$ cat src/rtl/ssga_pkg.sv
// Shared types and constants of the sparse scatter-accumulate engine.
`timescale 1ns / 1ps

package ssga_pkg;

	localparam int GRID_POINTS_DEF = 4096;

	localparam int IDX_W     = 12;
	localparam int WORD_W    = 32;
	localparam int NUM_WORDS = 4;
	localparam int ACC_W     = 40;
	localparam int PROD_W    = 2 * WORD_W;
	localparam int SUM_W     = PROD_W + 2;
	localparam int FRAC_W    = 16;
	localparam int DELTA_W   = SUM_W - FRAC_W;

	localparam int QUEUE_DEPTH = 2;
	localparam int QPTR_W      = (QUEUE_DEPTH > 1) ? $clog2(QUEUE_DEPTH) : 1;

	typedef enum logic [1:0] {
		OP_LOAD  = 2'd0,
		OP_ACC   = 2'd1,
		OP_READ  = 2'd2,
		OP_CLEAR = 2'd3
	} op_t;

	typedef logic signed [WORD_W-1:0] word_t;

	typedef struct packed {
		op_t                        op;
		logic [IDX_W-1:0]           src;
		logic [IDX_W-1:0]           tgt;
		logic                       read_ok;
		logic [NUM_WORDS*WORD_W-1:0] words;
	} item_t;

endpackage

$ cat src/rtl/ssga_queue.sv
// Short request queue between front end and execution back end.
`timescale 1ns / 1ps

module ssga_queue (
	input  logic            clk,
	input  logic            arst_n,
	input  logic            push,
	input  ssga_pkg::item_t push_item,
	output logic            full,
	input  logic            pop,
	output logic            head_valid,
	output ssga_pkg::item_t head_item
);

	ssga_pkg::item_t                mem_q [ssga_pkg::QUEUE_DEPTH];
	logic [ssga_pkg::QPTR_W-1:0]   wr_ptr_q;
	logic [ssga_pkg::QPTR_W-1:0]   rd_ptr_q;
	logic [ssga_pkg::QPTR_W:0]     count_q;

	assign full       = count_q == (ssga_pkg::QPTR_W + 1)'(ssga_pkg::QUEUE_DEPTH);
	assign head_valid = count_q != '0;
	assign head_item  = mem_q[rd_ptr_q];

	always_ff @(posedge clk) begin
		if (push) begin
			mem_q[wr_ptr_q] <= push_item;
		end
	end

	always_ff @(posedge clk or negedge arst_n) begin
		if (!arst_n) begin
			wr_ptr_q <= '0;
			rd_ptr_q <= '0;
			count_q  <= '0;
		end else begin
			if (push) begin
				if (wr_ptr_q == ssga_pkg::QPTR_W'(ssga_pkg::QUEUE_DEPTH - 1)) begin
					wr_ptr_q <= '0;
				end else begin
					wr_ptr_q <= wr_ptr_q + 1'b1;
				end
			end
			if (pop) begin
				if (rd_ptr_q == ssga_pkg::QPTR_W'(ssga_pkg::QUEUE_DEPTH - 1)) begin
					rd_ptr_q <= '0;
				end else begin
					rd_ptr_q <= rd_ptr_q + 1'b1;
				end
			end
			if (push && !pop) begin
				count_q <= count_q + 1'b1;
			end else if (pop && !push) begin
				count_q <= count_q - 1'b1;
			end
		end
	end

endmodule

$ cat config.mk
export PLATFORM = sky130hd
export DESIGN_NAME = ssga_queue
export DESIGN_NICKNAME = d
export VERILOG_FILES = /design/src/rtl/ssga_pkg.sv /design/src/rtl/ssga_queue.sv
export SDC_FILE = /design/constraint.sdc
export NUM_CORES = 1
export LEC_CHECK = 0
export ABC_AREA = 1
export BUFFER_PORTS_ARGS = -buffer_cell sky130_fd_sc_hd__buf_2
export CAP_MARGIN = 40
export CORE_MARGIN = 4
export CORE_UTILIZATION = 47
export CTS_CLUSTER_DIAMETER = 150
export DETAILED_ROUTE_END_ITERATION = 10
export GPL_TIMING_DRIVEN = 0
export PLACE_DENSITY = 0.81
export SKIP_CTS_REPAIR_TIMING = 1
export SLEW_MARGIN = 20
export SYNTH_ARGS = -nofsm -noshare
export SYNTH_HDL_FRONTEND = slang
export SYNTH_SLANG_ARGS = --single-unit
$ cat constraint.sdc
create_clock -name clk -period 7.3 [get_ports clk]
set_input_delay 0.365 -clock clk [delete_from_list [all_inputs] [get_ports clk]]
set_output_delay 0.365 -clock clk [all_outputs]
set_load 0.005 [all_outputs]
Yosys cells after proc, flatten, opt, wreduce, memory -nomap -nowiden
Memories as Yosys holds them, arrays and structs flattened.
Cells that the tools add are included.

word-level totals
  register bits = 4
  bits in writable memories = 310
  input bits = 159
  output and inout port bits = 157
  logic and storage cells = 21
  memories kept = 1

operators by class
  $add $sub $neg = 4
  equal/unequal tests = 1
  multiplexer cells = 6
  reductions and logical operators = 6

memories
  memory  words  bits a word  rd ports  clocked after memory_dff  write ports  RTL line          text
  mem_q   2      155          1         0                         1            ssga_queue.sv:15  ssga_pkg::item_t mem_q [ssga_pkg::QUEUE_DEPTH];

operator list
  cell                 count
  $mux 1               4
  $mux 2               2
  $reduce_bool 2->1    2
  $add 1x1->1 const B  2
  $add 2x1->2 const B  1
  $eq 2x2->1 const B   1
  $logic_and 1x1->1    2
  $logic_not 1->1      2
  $sub 2x1->2 const B  1

Depth between registers and ports, before layout
  depth after elaboration = 4
  gate-level depth with buffers = 7
  depth with buffers taken out = 7

Worst setup path before layout
Ideal clock, no wire load.

  path kind = input-to-reg
  start point = input push
  end point = memory mem_q[0][0] (netlist bit), enable pin
  setup time = 0.676 ns
  arrival time = 6.885 ns
  required time = 6.624 ns
  path slack = -0.261 ns
  stages on the path = 2
  path buffers = 0
  cell sequence = inv_1 nor2_1

on the way
  word-level cells in the longest chain between the ends = 2

RTL lines
  what                          RTL line          text
  start, declared               ssga_queue.sv:7   input logic push,
  $mux 1                        ssga_queue.sv:25  if (push) begin
  $mux 1 (not written as such)  ssga_queue.sv:26  mem_q[wr_ptr_q] <= push_item;
  end, declared                 ssga_queue.sv:15

No other way between the ends.

==> flow_summary.json <==
{
  "status": "finished, final reports clean",
  "grt_busiest_layer": "met2",
  "hold_depth": 1,
  "synthDistinctLibCells": 13,
  "syn_nets": 667,
  "grt_max_degree": 101,
  "dp_worst_setup_slack_ns": 5.02,
  "areaGrowthSynthToFinish_pct": 38.3,
  "cp_max_fo": 10,
  "antenna_found_initial": 2,
  "drt_pass1_iterations": 5,
  "dpl_cell_area_sq_um": 13600,
  "synth-async-reset-ratio": 0.0127,
  "whs_endpoint": "mem_q[0][32]",
  "leakagePower_nw": 6.05,
  "syn-instance-count": 507,
  "min_path_type": "in2reg",
  "drtAntennaViolNets": 0,
  "r2r_cells": 5,
  "yosys_register_bits": 314,
  "critPathMaxStageDelay_ns": 0.39,
  "drt-wirelength-per-cell_um": 19.4,
  "drv_cap": 0,
  "clock_path_buffers": 3,
  "rows": 56,
  "htree_levels": 1,
  "start_kind": "register",
  "dieHeight_um": 164,
  "synth_top_area_frac": 0.813,
  "setup_violations": 0,
  "maxSlewViolCount": 0,
  "p_total_mw": 5.66,
  "fin_skew_ns": 0.0274,
  "ys_top_cells_by_count": "edfxtp_1, mux2_2, buf_6",
  "port_buffers": 315,
  "clkTransAtPathRegs_ns": 0.06,
  "grtUsageMet2": 0.294,
  "grt_pass1_wl_um": 34100,
  "use_met1": 0.181,
  "cp.buffers_inverters": 3,
  "overflow": 0,
  "fmax_ghz": 0.452,
  "drc": 0,
  "grt_pass1_vias": 6374,
  "synth_area_sq_um": 11400,
  "worst_pin_slew_ns": 0.669,
  "syn_area_per_cell_sq_um": 22.6,
  "cts_sinks": 314,
  "slowest_stage": "dfrtp_1",
  "die_w_um": 164,
  "vias": 6469,
  "reg2reg_to": "mem_q[0][50]",
  "rsz0062_at_grt": "no",
  "critPathKind": "reg2out",
  "wirelength_um": 25800,
  "holdCritStartpoint": "push_item[32]",
  "synth_ff_type": "edfxtp_1",
  "cp-end-kind": "primary output",
  "critPathMostFrequentCell": "buf_6",
  "cts_buffers": 31,
  "synth_most_common_cell": "edfxtp_1",
  "initial_utilization": 0.483,
  "synth_enable_flop_cells": 310,
  "reg2reg_slack_ns": 5.14,
  "drt-initial-drc-count": 412,
  "insertion_delay_ns": 0.54,
  "grt.met3_usage": 0.0535,
  "synth-seq-area-share": 0.822,
  "critical_path.cell_chain": "buf_6, buf_6, mux2_2, buf_2",
  "dp_hpwl_um": 15800,
  "slew_headroom": 0.553,
  "cp_data_required_time_ns": 6.93,
  "fin_crit_sh": 0.303,
  "coreArea_sq_um": 23700,
  "yosysTopAreaCell": "edfxtp_1",
  "peakVddDrop_mv": 0.251,
  "layout-drive-gt1-share": 0.542,
  "via_per_inst": 4.87,
  "yosysWarnings": 0,
  "gp_congestion": 0.763,
  "worst_slack_ns": 5.09,
  "critPathTopFamily": "buffers and inverters",
  "power_density_nw_per_um2": 358,
  "ios": 316,
  "dieArea_sq_um": 26900,
  "fin_setup_tns_ns": 0,
  "synthTopCellsByArea": "edfxtp_1, mux2_2, buf_6",
  "r2r-start": "wr_ptr_q",
  "period_needed_ns": 2.21,
  "fin_util": 0.668,
  "hold_viol": 0,
  "stdcell_area_sq_um": 15800,
  "track_usage": 0.163,
  "cts-root-buf": "clkbuf_16",
  "arrival_ns": 1.85,
  "cts_tree": "built",
  "final_nets": 1141
}
==> per-stage QoR <==
stage,hold WS [ns],std cells
global route,-0.00630,1325
CTS,-0.399,1205
floorplan,0.0694,507
finish,0.00921,1327
global placement,0.182,1141
detailed placement,0.186,1149
==> cell usage in the layout (no fill, tap or decap) <==
cell type      synthesis  layout
nand3_1                1       1
ha_1                   1       1
nor2_1                 2       1
buf_2                  1     316
clkinv_2               0       8
nand4_1                1       1
bufinv_16              0       4
buf_6                 16      16
xnor2_1                1       1
clkinvlp_4             0       2
clkbuf_1               0       2
clkbuf_16              0      31
clkinv_4               0       2
inv_1                  7       6
dfrtp_1                4       4
inv_8                  0       1
nand2_1                6       6
nor2_4                 0       1
buf_12                 0       3
diode_2                0       4
clkinv_1               0       7
buf_16                 0       5
dlygate4sd3_1          0     118
mux2_2               155     155
xor2_1                 2       2
edfxtp_1             310     310
==> layout make-up <==
class | count | area [sq um]
Buffer | 17 | 185
Clock buffer | 33 | 783
Antenna cell | 4 | 10.0
Sequential cell | 314 | 9410
Tap cell | 319 | 399
Fill cell | 1566 | 7860
Multi-Input combinational cell | 169 | 1830
Clock inverter | 23 | 219
Timing Repair Buffer | 441 | 2960
Inverter | 7 | 33.8
==> worst max-delay path by stage <==
stage	startpoint	endpoint	slack [ns]	cells after the start
after floorplan	wr_ptr_q	mem_q[0][0]	2.39	1
after global placement	push	mem_q[0][51]	0.13	3
after detailed placement	push	mem_q[0][124]	5.02	7
after CTS	rd_ptr_q	head_item[143]	5.03	4
after global routing	rd_ptr_q	head_item[143]	4.99	4
final	rd_ptr_q	head_item[143]	5.09	4
==> logic make-up after synthesis <==
logic type,after synthesis,synth area share
flops,314,0.822
mux,155,0.152
buf+inv,24,0.0185
simple gates,10,0.00361
xor+xnor,3,0.00230
fa+ha+maj,1,0.00109
==> worst register-to-register path, stage by stage (launching register included) <==
cell and delay [ns]:
dfrtp_1 0.43, nor2_4 0.56, buf_16 0.24, buf_16 0.17
buf_12 0.20, buf_12 0.23
==> state kept, by name, indices dropped and copies added (netlist names) <==
name	count
mem_q	310
count_q	2
rd_ptr_q	1
wr_ptr_q	1
==> where the power goes <==
group          switching (mW)  total (mW)  internal, mW  leakage, nW
combinational           0.786        1.63         0.847         2.61
sequential             0.0829        2.47          2.39         2.96
clock                   0.644        1.56         0.914        0.492
total                    1.51        5.66          4.15         6.05
==> per-layer routing <==
layer | wire, um | vias up
met5 | 0 | -
met4 | 578 | 0
met3 | 1780 | 41
met2 | 14300 | 255
met1 | 9150 | 3207
li1 | - | 2966
Note: power is estimated with default switching activity, not from simulation.
